--- src/rtl/message_to_tcp_tx_bridge_defines.svh ---
// Assertion macros shared by the bridge modules.
`ifndef MESSAGE_TO_TCP_TX_BRIDGE_DEFINES_SVH
`define MESSAGE_TO_TCP_TX_BRIDGE_DEFINES_SVH
`ifndef SYNTHESIS
// Same-cycle implication, checked at every rising edge outside reset.
`define MTB_ASSERT_IMP(lbl, clk, rst_n, ante, cons) \
    lbl: assert property (@(posedge clk) disable iff (!rst_n) (ante) |-> (cons)) \
        else $error("bridge assertion failed");
// Next-cycle implication, checked at every rising edge outside reset.
`define MTB_ASSERT_NXT(lbl, clk, rst_n, ante, cons) \
    lbl: assert property (@(posedge clk) disable iff (!rst_n) (ante) |=> (cons)) \
        else $error("bridge assertion failed");
`else
`define MTB_ASSERT_IMP(lbl, clk, rst_n, ante, cons)
`define MTB_ASSERT_NXT(lbl, clk, rst_n, ante, cons)
`endif
`endif

--- src/rtl/mtb_pkg.sv ---
package mtb_pkg;

    // Input operation codes
    localparam logic [2:0] OP_MSG_WORD = 3'd0;
    localparam logic [2:0] OP_LOOKUP_ANS = 3'd1;
    localparam logic [2:0] OP_NEW_SESSION = 3'd2;
    localparam logic [2:0] OP_SEND_STATUS = 3'd3;
    localparam logic [2:0] OP_NODE_WR = 3'd4;
    localparam logic [2:0] OP_ADDR_WR = 3'd5;

    // Result kinds
    localparam logic [2:0] K_LOOKUP = 3'd0;
    localparam logic [2:0] K_OPEN = 3'd1;
    localparam logic [2:0] K_STORE = 3'd2;
    localparam logic [2:0] K_META = 3'd3;
    localparam logic [2:0] K_DATA = 3'd4;
    localparam logic [2:0] K_REFUSED = 3'd5;

    // Configuration register indexes
    localparam logic REG_OWN_NODE = 1'b0;
    localparam logic REG_EMPTY_MARKER = 1'b1;

    localparam logic [15:0] EMPTY_MARKER_RESET = 16'h03e8;

    // Decoded work for one accepted item; a second metadata result follows when two is set
    typedef struct packed {
        logic [2:0]  kind;
        logic        two;
        logic [15:0] session;
        logic [15:0] length;
        logic [63:0] data;
        logic        last;
    } mtb_item_t;

endpackage

--- src/rtl/mtb_out.sv ---
`include "message_to_tcp_tx_bridge_defines.svh"

module mtb_out (
    input  logic               clk,
    input  logic               rst_n,
    input  logic               load_item,
    input  mtb_pkg::mtb_item_t item,
    input  logic [7:0]         rd_key,
    input  logic [31:0]        rd_ip,
    output logic               busy,
    output logic               out_valid,
    input  logic               out_stall,
    output logic [2:0]         kind,
    output logic [7:0]         lookup_key,
    output logic [31:0]        peer_ip,
    output logic [15:0]        out_session,
    output logic [15:0]        send_length,
    output logic [63:0]        out_data,
    output logic               out_last,
    output logic               final_result
);
    import mtb_pkg::*;

    mtb_item_t   s1_reg;
    logic        s1_valid_reg;
    logic        s1_beat_reg;
    logic        load;
    logic        s1_done;

    logic [2:0]  r_kind;
    logic [7:0]  r_key;
    logic [31:0] r_ip;
    logic [15:0] r_session;
    logic [15:0] r_length;
    logic [63:0] r_data;
    logic        r_last;
    logic        r_final;

    logic        out_valid_reg;
    logic [2:0]  kind_reg;
    logic [7:0]  key_reg;
    logic [31:0] ip_reg;
    logic [15:0] session_reg;
    logic [15:0] length_reg;
    logic [63:0] data_reg;
    logic        last_reg;
    logic        final_reg;

    assign load    = s1_valid_reg && (!out_valid_reg || !out_stall);
    assign s1_done = load && (!s1_reg.two || s1_beat_reg);
    assign busy    = s1_valid_reg && !s1_done;

    always_comb
    begin
        r_kind    = s1_reg.kind;
        r_key     = '0;
        r_ip      = '0;
        r_session = '0;
        r_length  = '0;
        r_data    = '0;
        r_last    = 1'b0;
        r_final   = !s1_reg.two || s1_beat_reg;
        if (s1_beat_reg)
        begin
            r_kind = K_META;
        end
        if (r_kind == K_LOOKUP || r_kind == K_STORE)
        begin
            r_key = rd_key;
        end
        if (r_kind == K_OPEN)
        begin
            r_ip = rd_ip;
        end
        if (r_kind == K_STORE || r_kind == K_META)
        begin
            r_session = s1_reg.session;
        end
        if (r_kind == K_META)
        begin
            r_length = s1_reg.length;
        end
        if (r_kind == K_DATA)
        begin
            r_data = s1_reg.data;
            r_last = s1_reg.last;
        end
    end

    always_ff @(posedge clk or negedge rst_n)
    begin
        if (!rst_n)
        begin
            s1_valid_reg  <= 1'b0;
            s1_beat_reg   <= 1'b0;
            out_valid_reg <= 1'b0;
        end
        else
        begin
            if (load_item)
            begin
                s1_valid_reg <= 1'b1;
                s1_beat_reg  <= 1'b0;
            end
            else if (s1_done)
            begin
                s1_valid_reg <= 1'b0;
                s1_beat_reg  <= 1'b0;
            end
            else if (load)
            begin
                s1_beat_reg <= 1'b1;
            end
            if (load)
            begin
                out_valid_reg <= 1'b1;
            end
            else if (!out_stall)
            begin
                out_valid_reg <= 1'b0;
            end
        end
    end

    always_ff @(posedge clk)
    begin
        if (load_item)
        begin
            s1_reg <= item;
        end
        if (load)
        begin
            kind_reg    <= r_kind;
            key_reg     <= r_key;
            ip_reg      <= r_ip;
            session_reg <= r_session;
            length_reg  <= r_length;
            data_reg    <= r_data;
            last_reg    <= r_last;
            final_reg   <= r_final;
        end
    end

    assign out_valid    = out_valid_reg;
    assign kind         = kind_reg;
    assign lookup_key   = key_reg;
    assign peer_ip      = ip_reg;
    assign out_session  = session_reg;
    assign send_length  = length_reg;
    assign out_data     = data_reg;
    assign out_last     = last_reg;
    assign final_result = final_reg;

    `MTB_ASSERT_IMP(a_beat_needs_two, clk, rst_n,
        s1_beat_reg, s1_valid_reg && s1_reg.two)
    `MTB_ASSERT_NXT(a_first_beat_holds, clk, rst_n,
        load && !s1_done, s1_valid_reg && s1_beat_reg)
    `MTB_ASSERT_NXT(a_second_is_meta, clk, rst_n,
        load && s1_beat_reg, out_valid_reg && kind_reg == K_META && final_reg)

endmodule

--- config.mk ---
export PLATFORM = sky130hd
export DESIGN_NAME = mtb_out
export DESIGN_NICKNAME = d
export VERILOG_FILES = /design/src/rtl/mtb_pkg.sv /design/src/rtl/mtb_out.sv
export VERILOG_INCLUDE_DIRS = /design/src /design/src/rtl
export SDC_FILE = /design/constraint.sdc
export NUM_CORES = 1
export LEC_CHECK = 0
export BUFFER_PORTS_ARGS = -buffer_cell sky130_fd_sc_hd__buf_2
export CORE_MARGIN = 5
export CORE_UTILIZATION = 50
export CTS_CLUSTER_SIZE = 8
export DETAILED_ROUTE_END_ITERATION = 10
export HOLD_SLACK_MARGIN = 0.06
export PLACE_DENSITY = 0.8
export REMOVE_ABC_BUFFERS = 1
export SLEW_MARGIN = 25
export SYNTH_ARGS = -nofsm -noshare
export SYNTH_HDL_FRONTEND = slang
export SYNTH_SLANG_ARGS = --single-unit
export TNS_END_PERCENT = 30
--- constraint.sdc ---
create_clock -name clk -period 16.9 [get_ports clk]
set_input_delay 1.69 -clock clk [delete_from_list [all_inputs] [get_ports clk]]
set_output_delay 1.69 -clock clk [all_outputs]
set_load 0.005 [all_outputs]
==> flow_metrics.tcl <==
set metrics [dict create \
    status "finished clean" \
    path_delay_family "buffers and inverters" \
    clockRootBuffer "clkbuf_16" \
    die_height_microns 140 \
    ant_nets 0 \
    synth_top_area_share_pct 86.6 \
    p_leak_uw 0.00456 \
    track_usage_pct 16.5 \
    synth_cell_types 19 \
    clk_pin_slew_worst_paths_ps 40 \
    holdBufCountCts 0 \
    netlist_top_cells_area "edfxtp_1 87%, and2_1 7.8%, nor2b_1 2.5%, dfrtp_1 0.89%, buf_4 0.45%" \
    drt_iter0_markers 222 \
    min_from "s1_reg[25]" \
    io_buffer_count 287 \
    crit_path_max_incr_delay_ps 220 \
    grt_overflow_total 0 \
    grt_pass1_wl_mm 25.4 \
    ys_ff_latch 245 \
    holdPathStages 1 \
    slowest_stage "a21boi_0" \
    hold_viol 0 \
    layout_setup_ws_ps 12930 \
    fp.dieW_microns 140 \
    path_class "in2out" \
    rows 47 \
    r2r-start "s1_valid_reg" \
    synth_top_area_cell "edfxtp_1" \
    drv_cap 0 \
    fin_crit_sh_pct 23.5 \
    ff2ff_path_depth 5 \
    reg2reg_to "s1_beat_reg" \
    seq_area_frac_synth_pct 87.5 \
    cts_buffer_depth 3 \
    vias 4527 \
    cts_setup_buffers 0 \
    grt_pass1_vias 4801 \
    nets 875 \
    dieArea_sq_um 19500 \
    start_kind "primary input" \
    relSlewSlack_pct 39.5 \
    gp_congestion 0.810 \
    slew_violations 0 \
    skew_ps 17.7 \
    seq_area_sq_um 7340 \
    syn_to_final_growth_pct 32.3 \
    hold_slack_ps 509 \
    avgSynthCellArea_sq_um 20.3 \
    worstMarginPinSlew_ps 907 \
    numCtsBuffers 36 \
    htreeDepth 2 \
    largest_reg_flops 101 \
    insertion_delay_ps 490 \
    clock_sinks 245 \
    start_util_pct 50.8 \
    drcViolationCount 0 \
    syn_inst 413 \
    r2r_slack_ps 14160 \
    cp_cell_sequence "buf_2 -> nand2_1 -> a21boi_0 -> buf_2" \
    design_area_sq_um 11100 \
    dp_slack_ps 12750 \
    post_cts_resized 0 \
    placed_area_sq_um 10100 \
    core_sq_um 16500 \
    n_fill_cell 1125 \
    worst-path-buf-inv 2 \
    wl_per_cell_microns 17.2 \
    viasPerCell 4.72 \
    antenna_found_initial 1 \
    wl_mm 16.5 \
    cpMostUsedCell "buf_2" \
    yosysWarnings 0 \
    drive_above_1_share_pct 46.1 \
    place_hpwl_mm 11.5 \
    antenna_cells 0 \
    clock.fmax_ghz 0.252 \
    synth_area_sq_um 8400 \
    hold_path_end "out_data[24]" \
    io_pins 288 \
    finalSetupTns_ps 0 \
    ir_worst_vdd_v 0.000102 \
    multi_input_area_sq_um 1010 \
    finalPower_uw 1480 \
    critPathCaptureType "output port" \
    cp.required_ps 15210 \
    rsz0062_at_grt "no" \
    hp-class "reg2reg" \
    critPathMaxFanout 2 \
    drtPass1Iterations 4 \
    setup_viol 0 \
    arrival_ps 2280 \
    power_density_nw_per_um2 133 \
    fin_crit_ps 3970 \
    grt_max_degree 76 \
    cts_tree "built" \
]
worst max-delay path by stage:
stage                     startpoint           to  slack (ps)  cells after the start
final                      out_stall         busy       12930                      4
after global placement     out_stall  s1_beat_reg       12860                      6
after CTS                  out_stall         busy       12940                      4
after global routing       out_stall         busy       12900                      4
after detailed placement   out_stall  s1_beat_reg       12750                      6
after floorplan            out_stall  s1_beat_reg        3360                      3
synthesized netlist by cell type, drive strengths merged:
master  count
dfrtp       3
clkbuf      7
nor2b      34
inv         1
a21boi      2
or2         3
mux2        1
nor3        1
nand2       1
nor4b       1
nand2b      2
edfxtp    242
a21oi       1
nor2        2
nor3b       1
and2      105
buf         6
cells by family after synthesis:
| kind of cell | after synthesis | synth area share, % |
|---|---|---|
| buf+inv | 14 | 0.879 |
| compound gates | 3 | 0.283 |
| flops | 245 | 87.5 |
| simple gates | 150 | 11.3 |
| mux | 1 | 0.134 |
per-layer routing:
layer	GRT usage (%)	share of wire (%)	up-vias
met5	0	0.11	-
met2	28.8	51	227
met1	18.6	36	2133
li1	-	-	2127
met3	6.45	10	38
met4	5.97	2.4	2
power by group:
group	leakage (uW)	switching [uW]	internal (uW)
Combinational	0.00164	55.5	45.5
Clock	0.000487	226	399
Sequential	0.00244	15.2	737
area by class of cell:
class	count	area share, %
tap	220	2.48
multi-input combinational	154	9.08
clock buffer	45	8.80
sequential	245	66.1
inverter	1	0.0338
clock inverter	2	0.191
timing repair buffer	292	13.3
through the flow:
stage	utilization [%]	cells
final	67.2	959
after global routing	67.2	959
after CTS	67.1	958
after detailed placement	61.1	911
after global placement	61.1	911
after floorplan	-	400
layout by cell type (no fill, tap or decap), types with 2 or more instances in the layout:
cell type	count
nor2b_1	34
clkbuf_1	7
nand2b_1	2
edfxtp_1	242
clkbuf_16	38
or2_2	3
buf_2	286
and2_1	105
dfrtp_1	3
buf_4	5
Power figures use the tool's default switching activity.
