**config.mk**
```make
export PLATFORM = sky130hd
export DESIGN_NAME = mtb_ctrl
export DESIGN_NICKNAME = d
export VERILOG_FILES = /design/src/rtl/mtb_pkg.sv /design/src/rtl/mtb_ctrl.sv
export VERILOG_INCLUDE_DIRS = /design/src /design/src/rtl
export SDC_FILE = /design/constraint.sdc
export NUM_CORES = 1
export LEC_CHECK = 0
export BUFFER_PORTS_ARGS = -buffer_cell sky130_fd_sc_hd__buf_2
export CORE_AREA = 2 2 83 144
export DETAILED_ROUTE_END_ITERATION = 16
export DIE_AREA = 0 0 85 146
export PLACE_DENSITY = 0.87
export SETUP_SLACK_MARGIN = 0.5
export SYNTH_ARGS = -nofsm -noshare
export SYNTH_HDL_FRONTEND = slang
export SYNTH_SLANG_ARGS = --single-unit
export TNS_END_PERCENT = 20
```
**constraint.sdc**
```tcl
create_clock -name clk -period 4.7 [get_ports clk]
set_clock_uncertainty 0.1 [all_clocks]
set_input_delay 0.94 -clock clk [delete_from_list [all_inputs] [get_ports clk]]
set_output_delay 0.94 -clock clk [all_outputs]
set_load 0.02 [all_outputs]
```
**src/rtl/message_to_tcp_tx_bridge_defines.svh**
```systemverilog
// Assertion macros shared by the bridge modules.
`ifndef MESSAGE_TO_TCP_TX_BRIDGE_DEFINES_SVH
`define MESSAGE_TO_TCP_TX_BRIDGE_DEFINES_SVH
`ifndef SYNTHESIS
// Same-cycle implication, checked at every rising edge outside reset.
`define MTB_ASSERT_IMP(lbl, clk, rst_n, ante, cons) \
    lbl: assert property (@(posedge clk) disable iff (!rst_n) (ante) |-> (cons)) \
        else $error("bridge assertion failed");
// Next-cycle implication, checked at every rising edge outside reset.
`define MTB_ASSERT_NXT(lbl, clk, rst_n, ante, cons) \
    lbl: assert property (@(posedge clk) disable iff (!rst_n) (ante) |=> (cons)) \
        else $error("bridge assertion failed");
`else
`define MTB_ASSERT_IMP(lbl, clk, rst_n, ante, cons)
`define MTB_ASSERT_NXT(lbl, clk, rst_n, ante, cons)
`endif
`endif

```
**src/rtl/mtb_pkg.sv**
```systemverilog
package mtb_pkg;

    // Input operation codes
    localparam logic [2:0] OP_MSG_WORD = 3'd0;
    localparam logic [2:0] OP_LOOKUP_ANS = 3'd1;
    localparam logic [2:0] OP_NEW_SESSION = 3'd2;
    localparam logic [2:0] OP_SEND_STATUS = 3'd3;
    localparam logic [2:0] OP_NODE_WR = 3'd4;
    localparam logic [2:0] OP_ADDR_WR = 3'd5;

    // Result kinds
    localparam logic [2:0] K_LOOKUP = 3'd0;
    localparam logic [2:0] K_OPEN = 3'd1;
    localparam logic [2:0] K_STORE = 3'd2;
    localparam logic [2:0] K_META = 3'd3;
    localparam logic [2:0] K_DATA = 3'd4;
    localparam logic [2:0] K_REFUSED = 3'd5;

    // Configuration register indexes
    localparam logic REG_OWN_NODE = 1'b0;
    localparam logic REG_EMPTY_MARKER = 1'b1;

    localparam logic [15:0] EMPTY_MARKER_RESET = 16'h03e8;

    // Decoded work for one accepted item; a second metadata result follows when two is set
    typedef struct packed {
        logic [2:0]  kind;
        logic        two;
        logic [15:0] session;
        logic [15:0] length;
        logic [63:0] data;
        logic        last;
    } mtb_item_t;

endpackage

```
**src/rtl/mtb_ctrl.sv**
```systemverilog
`include "message_to_tcp_tx_bridge_defines.svh"

module mtb_ctrl (
    input  logic               clk,
    input  logic               rst_n,
    input  logic               accept,
    input  logic [2:0]         operation,
    input  logic [63:0]        word_data,
    input  logic               word_last,
    input  logic [15:0]        in_session,
    input  logic signed [16:0] send_status,
    input  logic [7:0]         own_node,
    input  logic [15:0]        empty_marker,
    output logic [7:0]         rd_index,
    output mtb_pkg::mtb_item_t item
);
    import mtb_pkg::*;

    typedef enum logic [2:0] {
        PH_IDLE,
        PH_LOOKUP,
        PH_SESSION,
        PH_STATUS,
        PH_STREAM
    } phase_t;

    phase_t      phase_reg, phase_next;
    logic [63:0] header_word_reg, header_word_next;
    logic        header_last_reg, header_last_next;
    logic [7:0]  destination_reg, destination_next;
    logic [15:0] session_reg, session_next;
    logic [15:0] meta_len;
    logic [63:0] hdr_new;

    // Bytes = (size + 1) * 8, wrapped to 16 bits
    assign meta_len = {header_word_reg[12:0] + 13'd1, 3'b000};
    assign hdr_new  = {word_data[63:24], own_node, word_data[15:0]};

    assign rd_index = (phase_reg == PH_IDLE && operation == OP_MSG_WORD)
                    ? word_data[31:24] : destination_reg;

    always_comb
    begin
        phase_next       = phase_reg;
        header_word_next = header_word_reg;
        header_last_next = header_last_reg;
        destination_next = destination_reg;
        session_next     = session_reg;
        item             = '0;
        item.kind        = K_REFUSED;
        case (phase_reg)
            PH_IDLE:
            begin
                if (operation == OP_MSG_WORD)
                begin
                    header_word_next = hdr_new;
                    header_last_next = word_last;
                    destination_next = hdr_new[31:24];
                    item.kind        = K_LOOKUP;
                    phase_next       = PH_LOOKUP;
                end
            end
            PH_LOOKUP:
            begin
                if (operation == OP_LOOKUP_ANS)
                begin
                    session_next = in_session;
                    if (in_session == empty_marker)
                    begin
                        item.kind  = K_OPEN;
                        phase_next = PH_SESSION;
                    end
                    else
                    begin
                        item.kind    = K_META;
                        item.session = in_session;
                        item.length  = meta_len;
                        phase_next   = PH_STATUS;
                    end
                end
            end
            PH_SESSION:
            begin
                if (operation == OP_NEW_SESSION)
                begin
                    session_next = in_session;
                    item.kind    = K_STORE;
                    item.two     = 1'b1;
                    item.session = in_session;
                    item.length  = meta_len;
                    phase_next   = PH_STATUS;
                end
            end
            PH_STATUS:
            begin
                if (operation == OP_SEND_STATUS)
                begin
                    if (send_status[16])
                    begin
                        // Engine busy: resend metadata
                        item.kind    = K_META;
                        item.session = session_reg;
                        item.length  = meta_len;
                    end
                    else
                    begin
                        item.kind  = K_DATA;
                        item.data  = header_word_reg;
                        item.last  = header_last_reg;
                        phase_next = header_last_reg ? PH_IDLE : PH_STREAM;
                    end
                end
            end
            PH_STREAM:
            begin
                if (operation == OP_MSG_WORD)
                begin
                    item.kind = K_DATA;
                    item.data = word_data;
                    item.last = word_last;
                    if (word_last)
                    begin
                        phase_next = PH_IDLE;
                    end
                end
            end
            default:
            begin
                phase_next = PH_IDLE;
            end
        endcase
    end

    always_ff @(posedge clk or negedge rst_n)
    begin
        if (!rst_n)
        begin
            phase_reg       <= PH_IDLE;
            header_word_reg <= '0;
            header_last_reg <= 1'b0;
            destination_reg <= '0;
            session_reg     <= '0;
        end
        else if (accept && operation != OP_NODE_WR && operation != OP_ADDR_WR)
        begin
            phase_reg       <= phase_next;
            header_word_reg <= header_word_next;
            header_last_reg <= header_last_next;
            destination_reg <= destination_next;
            session_reg     <= session_next;
        end
    end

    `MTB_ASSERT_NXT(a_stream_last_idle, clk, rst_n,
        accept && phase_reg == PH_STREAM && operation == OP_MSG_WORD && word_last,
        phase_reg == PH_IDLE)
    `MTB_ASSERT_NXT(a_map_keeps_phase, clk, rst_n,
        accept && (operation == OP_NODE_WR || operation == OP_ADDR_WR),
        $stable(phase_reg))

endmodule

```
==> qor.yml, run 1 <==
global_routing:
  gr-total-overflow: 0
  track_usage_pct: 21.2
  grt_pass1_vias: 4601
  antenna_found_initial: 2
  grt_pass1_wl_mm: 21.6
  grt_max_degree: 85
sta:
  fmax_mhz: 257
  finalSetupTns_ns: 0
  finalCritPeriodShare_pct: 82.8
  setup_violations: 0
  maxSlewHeadroom_pct: 28.0
  period_needed_ns: 3.89
  drv_slew: 0
  rsz0062_at_grt: "false"
  hold_viol: 0
  worst_pin_slew_ns: 1.08
finish:
  final_common_cell: "buf_2"
  drive_gt1_share_pct: 45.5
  n_fill_cell: 944
  layout_common_cells: "buf_2 (216), dfrtp_1 (84), a22o_1 (65), mux2_1 (50)"
  multi_input_area_um2: 2550
  ff_latch_area_um2: 2100
  largest_reg_flops: 64
  fin_cells: 776
  layout.nets: 766
  area_growth_pct: 28.8
yosys:
  yosysWarnings: 0
  ys_seq_elements: 84
  ys.flop_type: "dfrtp_1"
  avgSynthCellArea_um2: 11.3
  ys_types: 47
  netlist_instances: 438
  synth_area_um2: 4930
  synth.yosys.seq_area_share_pct: 42.6
  async_reset_ff_share_pct: 100
  synth_edf_count: 0
clock_network:
  clk_pin_slew_ns: 0.06
  cts.sinks: 84
  clk_latency_ns: 0.33
  cts_tree: "built"
  cts_resized: 0
  cts_buffer_depth: 2
  ctsRootBufferMaster: "clkbuf_16"
  htreeDepth: 3
  cts-buffers-inserted: 9
  post_cts_buffers: 0
  postCtsHoldBufs: 0
job:
  cap_violations: 0
route:
  routedWlPerCell_um: 17.1
  drc_errors: 0
  vias: 4298
  wl_mm: 13.3
  vias_per_cell: 5.54
  drt_iter0_markers: 104
  postRouteAntennaNets: 0
  drt_pass1_iterations: 4
placement:
  gp_congestion: 0.863
  port_buffers: 217
  dpl.cell_count: 758
  dpl.hpwl_mm: 9.93
setup_path:
  critPathArrivalTime_ns: 2.85
  cp_max_fo: 16
  crit_path_start_kind: "input pin"
  worstSetupPathType: "in -> out"
  cp-end-kind: "output port"
  worstPathRequired_ns: 3.66
power:
  p_leak_nw: 3.34
  power_density_nw_per_um2: 452
  vdd_drop_max_uv: 394
  p_total_mw: 2.88
floorplan:
  rows: 51
  top_level_ports: 237
  start_util_pct: 44.2
  core_um2: 11200
  die_w_um: 85
  dieArea_um2: 12400
  die_y_um: 146
outcome:
  status: "complete, no violations"
worst_hold_path:
  holdCritPathClass: "reg -> reg"
[logic make-up (layout without fill, tap and decap cells)]
logic type                 count (synthesis)  after routing  share of synthesized area [%]
buffers and inverters                     55            257                           6.19
muxes                                     90             90                           21.3
AOI/OAI and AO/OA                        109            109                           16.9
adders and majority gates                  1              1                          0.254
and+or+nand+nor                           70             70                           7.76
xor gates and xnor gates                  28             28                           4.97
DFF                                       84             84                           42.6
other                                      1              5                         0.0760
[report_power, final]
part,internal [mW],leakage (nW),switching (mW)
registers,1.05,1.06,0.248
logic,0.440,2.13,0.414
clock network,0.432,0.151,0.294
total,1.92,3.34,0.957
[metrics by stage]
stage / util, % / setup slack [ns] / area, um^2 / hold slack, ns
finish: 56.9 / 0.807 / 6360 / 0.392
global route: 56.9 / 0.649 / 6350 / 0.410
CTS: 56.9 / 0.840 / 6350 / 0.394
global placement: 54.1 / 0.926 / 6040 / 0.363
detailed placement: 54.1 / 0.846 / 6040 / 0.378
floorplan: - / 1.30 / 4940 / 0.347
[cell usage after synthesis, types with 2 or more instances]
cell type,instances,area share [%]
o31ai_1,2,0.30
nor3_1,2,0.20
a31oi_1,2,0.25
buf_1,2,0.15
and4_1,5,0.89
mux2_1,50,11
buf_6,8,1.8
xor2_1,26,4.6
nand3_1,4,0.41
inv_1,18,1.4
nor2b_1,2,0.25
nor2_1,5,0.38
a22o_1,65,12
nand4_1,4,0.51
clkbuf_1,7,0.53
and2_1,3,0.38
or2_2,2,0.25
nor4_1,5,0.63
mux2_2,29,6.6
buf_4,6,0.91
nand2_1,29,2.2
mux2_4,10,3.0
dfrtp_1,84,43
xnor2_1,2,0.36
a21oi_1,14,1.4
buf_2,12,1.2
o21ai_0,20,2.0
[critical path, stage by stage]
cell	delay, ns
buf_2	0.19
nand2_1	0.09
nor4_1	0.56
and2_1	0.65
nand2_1	0.11
o21ai_0	0.11
buf_2	0.20
[worst paths after layout]
path                            depth (start not counted)             from  slack (ns)                   to
worst min-delay path                                    1  header_last_reg        0.39         phase_reg[2]
worst max register to register                          5     phase_reg[1]        2.04  header_word_reg[55]
min in group asynchronous                               1            rst_n        0.71       session_reg[5]
max in group asynchronous                               1            rst_n        3.10  header_word_reg[31]
worst min register to register                          1  header_last_reg        0.39         phase_reg[2]
worst max-delay path                                    7     operation[1]        0.81             item[87]
[layer usage]
layer	global-route usage, %	share of wire [%]	wire length, um	vias to the layer above
met4	8.81	2.9	380	0
met5	0	0	0	-
li1	-	-	-	1990
met1	22.9	37	4850	2107
met3	5.16	6.4	849	31
met2	38.5	54	7170	170
[area by class of cell]
type / count / share of cell area (%)
multi-input combinational: 301 / 40.1
antenna: 2 / 0.0787
clock buffer: 10 / 3.76
inverter: 19 / 1.12
tap: 132 / 2.60
clock inverter: 6 / 1.12
timing repair buffer: 222 / 18.1
sequential: 84 / 33.1
No activity file was read; power rests on OpenSTA's default activity.
==> run 2: changes to the inputs <==
==> constraint.sdc (replaced) <==
create_clock -name clk -period 3.6 [get_ports clk]
set_clock_uncertainty 0.1 [all_clocks]
set_input_delay 0.72 -clock clk [delete_from_list [all_inputs] [get_ports clk]]
set_output_delay 0.72 -clock clk [all_outputs]
set_load 0.02 [all_outputs]
==> qor.yml, run 2 (synthesized netlist as in run 1, its figures left out) <==
sta:
  rsz0062_at_grt: "true"  # was false
  setup_violations: 0  # unchanged
  worst_pin_slew_ns: 1.08  # about the same
  finalCritPeriodShare_pct: 86.9
  maxSlewHeadroom_pct: 28.1  # was 28.0%
  finalSetupTns_ns: 0  # unchanged
  whs_ns: 0.381  # was 0.392 ns
  period_needed_ns: 3.13
  hold_viol: 0  # unchanged
  drv_slew: 0  # unchanged
  fmax_mhz: 320
power:
  p_leak_nw: 3.35  # was 3.34 nW
  vdd_drop_max_uv: 373  # was 394 uV
  seqPwrFrac_pct: 45.0  # about the same
  pwr-share-comb_pct: 29.9  # was 29.7%
  switching_share_pct: 33.3  # about the same
  clockPowerShare_pct: 25.2  # was 25.3%
  netSwitchingPower_mw: 1.26  # was 0.957 mW
  power_density_nw_per_um2: 590  # was 452 nW/um^2
  internal_power_mw: 2.52  # was 1.92 mW
setup_path:
  cp-end-kind: "output port"  # unchanged
  reg2reg_slack_ns: 1.17  # was 2.04 ns
  crit_path_start_kind: "input pin"  # unchanged
  slowest_stage: "nor4_2"  # was and2_1
  worstSetupPathType: "in -> out"  # unchanged
  worstPathRequired_ns: 2.78  # was 3.66 ns
  cp_max_fo: 30  # was 16
  critPathArrivalTime_ns: 2.31  # was 2.85 ns
  cpPeakStageDelay_ns: 0.39  # was 0.65 ns
  crit_chain: "buf_2 -> xor2_1 -> nor4_2 -> nand4_1 -> a21oi_2 -> buf_12 -> a21boi_0 -> buf_2"  # was buf_2 -> nand2_1 -> nor4_1 -> and2_1 -> nand2_1 -> o21ai_0 -> buf_2
  cpMostUsedCell: "buf_2"
clock_network:
  cts.sinks: 84  # unchanged
  clk_latency_ns: 0.34  # was 0.33 ns
  clk_pin_slew_ns: 0.07  # was 0.06 ns
  cts_buffer_depth: 2  # unchanged
  htreeDepth: 3  # unchanged
  postCtsHoldBufs: 0  # unchanged
  cts-buffers-inserted: 9  # unchanged
  cts_tree: "built"  # unchanged
  ctsRootBufferMaster: "clkbuf_16"  # unchanged
placement:
  gp_congestion: 0.835  # was 0.863
  dpl.hpwl_mm: 9.95  # was 9.93 mm
  port_buffers: 217  # unchanged
  placed_area_um2: 6040  # about the same
route:
  routedWlPerCell_um: 17.1  # about the same
  wl_mm: 13.3  # about the same
  vias: 4325  # was 4,298
  vias_per_cell: 5.55  # was 5.54
  drc_errors: 0  # unchanged
  postRouteAntennaNets: 0  # unchanged
  drt_pass1_iterations: 4  # unchanged
  drt_iter0_markers: 132  # was 104
finish:
  post-route-util_pct: 57.4  # was 56.9%
  layout.nets: 769  # was 766
  design_area_um2: 6410  # was 6360 um^2
  layout_common_cells: "buf_2 (216), dfrtp_1 (82), a22o_1 (65), mux2_1 (50)"  # was buf_2 (216), dfrtp_1 (84), a22o_1 (65), mux2_1 (50)
  final_common_cell: "buf_2"  # unchanged
  area_growth_pct: 30.0  # was 28.8%
  largest_reg_flops: 64  # unchanged
  drive_gt1_share_pct: 46.8  # was 45.5%
job:
  cap_violations: 0  # unchanged
global_routing:
  gr-total-overflow: 0  # unchanged
  grt_pass1_wl_mm: 21.9  # was 21.6 mm
  track_usage_pct: 21.6  # was 21.2%
  grt_max_degree: 85  # unchanged
  antenna_found_initial: 2  # unchanged
  grt_pass1_vias: 4623  # was 4,601
worst_hold_path:
  holdCritPathClass: "reg -> reg"  # unchanged
floorplan:
  dieArea_um2: 12400  # unchanged
  rows: 51  # unchanged
  die_w_um: 85  # unchanged
  die_y_um: 146  # unchanged
  core_um2: 11200  # unchanged
  start_util_pct: 44.2  # unchanged
  top_level_ports: 237  # unchanged
outcome:
  status: "complete, no violations"  # unchanged
## run 2: final timing paths
kind                            cells after the start             start                   to
worst max-delay path                                8  empty_marker[11]             item[69]
worst min-delay path                                1   header_last_reg         phase_reg[2]
worst max register to register                      5      phase_reg[2]  header_word_reg[51]
worst min register to register                      1   header_last_reg         phase_reg[2]
max in group asynchronous                           1             rst_n         phase_reg[1]
min in group asynchronous                           1             rst_n       session_reg[5]
## run 2: timing repair
action,CTS,global route
endpoints found under the setup margin,95,67
buffers inserted,1,0
gates resized for setup,8,2
pin swaps,2,2
gates cloned,0,0
## run 2: routing by layer
metal | vias up | share of wire (%) | global-route usage, %
met3 | 48 | 5.8 | 4.71
met1 | 2085 | 38 | 23.5
met2 | 193 | 53 | 38.7
li1 | 1999 | - | -
met5 | - | 0 | 0
met4 | 0 | 3.7 | 10.2
## run 2: final cells by class
cell class	count	area, um^2
fillers	922	4750
multi-input cells	301	2590
flip-flops and latches	84	2100
repair buffers	225	1170
clock buffers	11	253
well taps	132	165
inverters	19	71.3
clock inverters	5	60.1
diodes	2	5.00
## run 2: power groups by stage
stage | clock (mW) | combinational (mW) | sequential [mW]
global route | 1.01 | 1.23 | 1.77
CTS | 0.976 | 1.14 | 1.70
floorplan | 0 | 0.871 | 1.57
detailed placement | 0 | 1.13 | 1.71
global placement | 0 | 1.07 | 1.66
finish | 0.951 | 1.13 | 1.70
## run 2: stage by stage
stage / total power [mW] / cells / worst slack (ns)
floorplan: 2.44 / 440 / 0.643
global placement: 2.73 / 760 / 0.345
detailed placement: 2.84 / 760 / 0.316
CTS: 3.81 / 777 / 0.457
global route: 4.01 / 777 / 0.379
finish: 3.78 / 779 / 0.472
## run 2: worst max-delay path, delay by kind of cell
| family | cells | cell delay (ns) |
|---|---|---|
| buffers and inverters | 3 | 0.50 |
| AND/OR/NAND/NOR | 2 | 0.60 |
| AO/OA/AOI/OAI | 2 | 0.32 |
| XOR/XNOR | 1 | 0.16 |
==> run 3: changes to the inputs <==
--- a/config.mk
+++ b/config.mk
@@ -7,10 +7,11 @@
 export NUM_CORES = 1
 export LEC_CHECK = 0
 export BUFFER_PORTS_ARGS = -buffer_cell sky130_fd_sc_hd__buf_2
-export CORE_AREA = 2 2 83 144
+export CORE_AREA = 2 2 81 141
+export CTS_CLUSTER_SIZE = 8
 export DETAILED_ROUTE_END_ITERATION = 16
-export DIE_AREA = 0 0 85 146
-export PLACE_DENSITY = 0.87
+export DIE_AREA = 0 0 83 143
+export PLACE_DENSITY = 0.91
 export SETUP_SLACK_MARGIN = 0.5
 export SYNTH_ARGS = -nofsm -noshare
 export SYNTH_HDL_FRONTEND = slang
==> constraint.sdc (replaced) <==
create_clock -name clk -period 3.6 [get_ports clk]
set_clock_uncertainty 0.1 [all_clocks]
set_input_delay 0.72 -clock clk [delete_from_list [all_inputs] [get_ports clk]]
set_output_delay 0.72 -clock clk [all_outputs]
set_load 0.05 [all_outputs]
==> qor.yml, run 3 (synthesized netlist as in run 1, its figures left out) <==
sta:
  rsz0062_at_grt: "true"  # unchanged
  drv_slew: 0  # unchanged
  finalCritPeriodShare_pct: 89.4  # was 86.9%
  setup_violations: 0  # unchanged
  maxSlewHeadroom_pct: 28.6  # was 28.1%
  worst_pin_slew_ns: 1.07  # was 1.08 ns
  hold_viol: 0  # unchanged
  finalSetupTns_ns: 0  # unchanged
  period_needed_ns: 3.22  # was 3.13 ns
  fmax_mhz: 311  # was 320 MHz
floorplan:
  rows: 50  # was 51
  die_w_um: 83  # was 85 um
  die_y_um: 143  # was 146 um
  dieArea_um2: 11900  # was 12,400 um^2
  start_util_pct: 46.1  # was 44.2%
  top_level_ports: 237  # unchanged
  core_um2: 10700  # was 11,200 um^2
job:
  cap_violations: 0  # unchanged
worst_hold_path:
  holdCritPathClass: "reg -> reg"  # unchanged
  min_path_cells: 1  # unchanged
  min-delay-start: "header_last_reg"  # unchanged
clock_network:
  postCtsHoldBufs: 0  # unchanged
  cts_buffer_depth: 2  # unchanged
  cts_tree: "built"  # unchanged
  cts-buffers-inserted: 9  # unchanged
  cts.sinks: 84  # unchanged
  clk_pin_slew_ns: 0.06  # was 0.07 ns
  htreeDepth: 3  # unchanged
  ctsRootBufferMaster: "clkbuf_16"  # unchanged
  clk_latency_ns: 0.33  # was 0.34 ns
power:
  internal_power_mw: 2.66  # was 2.52 mW
  power_density_nw_per_um2: 595  # was 590 nW/um^2
  seqPwrFrac_pct: 39.6  # was 45.0%
  vdd_drop_max_uv: 445  # was 373 uV
  netSwitchingPower_mw: 1.63  # was 1.26 mW
  pwr-share-comb_pct: 38.2  # was 29.9%
  switching_share_pct: 37.9  # was 33.3%
  p_leak_nw: 3.56  # was 3.35 nW
  clockPowerShare_pct: 22.3  # was 25.2%
  p_total_mw: 4.29  # was 3.78 mW
finish:
  largest_reg_flops: 64  # unchanged
  design_area_um2: 7210  # was 6410 um^2
  layout.nets: 788  # was 769
  area_growth_pct: 46.1  # was 30.0%
  final_common_cell: "buf_2"  # unchanged
  layout_common_cells: "buf_2 (161), dfrtp_1 (81), a22o_1 (65), mux2_1 (50), buf_4 (32)"  # was buf_2 (216), dfrtp_1 (82), a22o_1 (65), mux2_1 (50)
  drive_gt1_share_pct: 53.0  # was 46.8%
placement:
  port_buffers: 217  # unchanged
  dpl.hpwl_mm: 10.1  # was 9.95 mm
  gp_congestion: 0.835  # about the same
  placed_area_um2: 6260  # was 6040 um^2
setup_path:
  worstSetupPathType: "in -> out"  # unchanged
  critPathLaunch: "in_session[12]"  # was empty_marker[11]
  crit_path_start_kind: "input pin"  # unchanged
  worstPathRequired_ns: 2.78  # about the same
  cpMostUsedCell: "buf_6"  # was buf_2
  path_delay_family: "simple AND/OR/NAND/NOR gates"  # unchanged
  cp-end-kind: "output port"  # unchanged
  r2r_cells: 5  # unchanged
  cpPeakStageDelay_ns: 0.34  # was 0.39 ns
  critPathArrivalTime_ns: 2.40  # was 2.31 ns
  cp_max_fo: 8  # was 30
  reg2reg_from: "phase_reg[2]"  # unchanged
  reg2reg_slack_ns: 1.37  # was 1.17 ns
  slowest_stage: "nor4_4"  # was nor4_2
  critPathBufInv: 4  # was 3
  crit_chain: "buf_6 -> xor2_4 -> nor4_4 -> nand4_1 -> a21oi_4 -> buf_6 -> buf_12 -> a21oi_4 -> buf_6"  # was buf_2 -> xor2_1 -> nor4_2 -> nand4_1 -> a21oi_2 -> buf_12 -> a21boi_0 -> buf_2
  crit_cells: 9  # was 8
global_routing:
  gr-total-overflow: 0  # unchanged
  antenna_found_initial: 2  # unchanged
  grt_pass1_vias: 4759  # was 4,623
  track_usage_pct: 23.8  # was 21.6%
  grt_max_degree: 85  # unchanged
  grt_pass1_wl_mm: 22.9  # was 21.9 mm
route:
  vias_per_cell: 5.79  # was 5.55
  drc_errors: 0  # unchanged
  drt_iter0_markers: 128  # was 132
  routedWlPerCell_um: 19.6  # was 17.1 um
  drt_pass1_iterations: 6  # was 4
  postRouteAntennaNets: 0  # unchanged
  wl_mm: 15.6  # was 13.3 mm
  vias: 4608  # was 4,325
outcome:
  status: "complete, no violations"  # unchanged
run 3: cell count changes in the layout (fill, tap and decap cells not counted), sizes merged:
cell and change:
clkbuf +17, buf +2
run 3: path summary, 6_finish.rpt:
| check | end |
|---|---|
| min | phase_reg[2] |
| max | item[80] |
| max in group asynchronous | phase_reg[2] |
| max reg2reg | header_word_reg[56] |
| min reg2reg | phase_reg[2] |
| min in group asynchronous | session_reg[10] |
run 3: power by group through the flow:
stage / sequential [mW] / clock [mW] / combinational [mW]
6_report: 1.70 / 0.956 / 1.64
3_3_place_gp: 1.66 / 0 / 1.38
5_1_grt: 1.75 / 1.02 / 1.73
4_1_cts: 1.70 / 0.978 / 1.54
2_1_floorplan: 1.57 / 0 / 1.17
3_5_place_dp: 1.71 / 0 / 1.44
run 3: metrics by stage:
step	util, %	setup WS, ns	hold slack, ns	std cells
floorplan	-	0.420	0.324	440
global placement	58.5	0.207	0.362	760
detailed placement	58.5	0.194	0.376	760
CTS	64.7	0.349	0.391	783
global route	67.3	0.348	0.405	794
finish	67.4	0.380	0.385	796
run 3: repair_timing:
action,in CTS,in global routing
buffers inserted,4,8
endpoints found under the setup margin,95,95
pin swaps,14,5
cloned,3,3
resized for setup,60,65
run 3: metal layers:
layer / routed length (um) / share of wire [%] / vias up / global-route usage, %
li1: - / - / 2042 / -
met1: 5460 / 35 / 2317 / 25.2
met2: 8830 / 57 / 205 / 44.5
met3: 740 / 4.7 / 44 / 4.80
met4: 567 / 3.6 / 0 / 11.8
met5: 0 / 0 / - / 0
run 3: worst reg2reg max path: stages, from the launching register on:
cell     delay, ns
dfrtp_2       0.48
nor2_1        0.22
nand3_2       0.32
nor2_4        0.20
buf_4         0.41
mux2_1        0.39
run 3: cell type report:
| type | instances | area (um^2) |
|---|---|---|
| tap | 130 | 163 |
| clock buffer | 11 | 253 |
| multi-input combinational | 301 | 2890 |
| timing repair buffer | 244 | 1660 |
| fill | 758 | 3490 |
| antenna | 2 | 5.00 |
| clock inverter | 5 | 60.1 |
| sequential | 84 | 2110 |
| inverter | 19 | 71.3 |
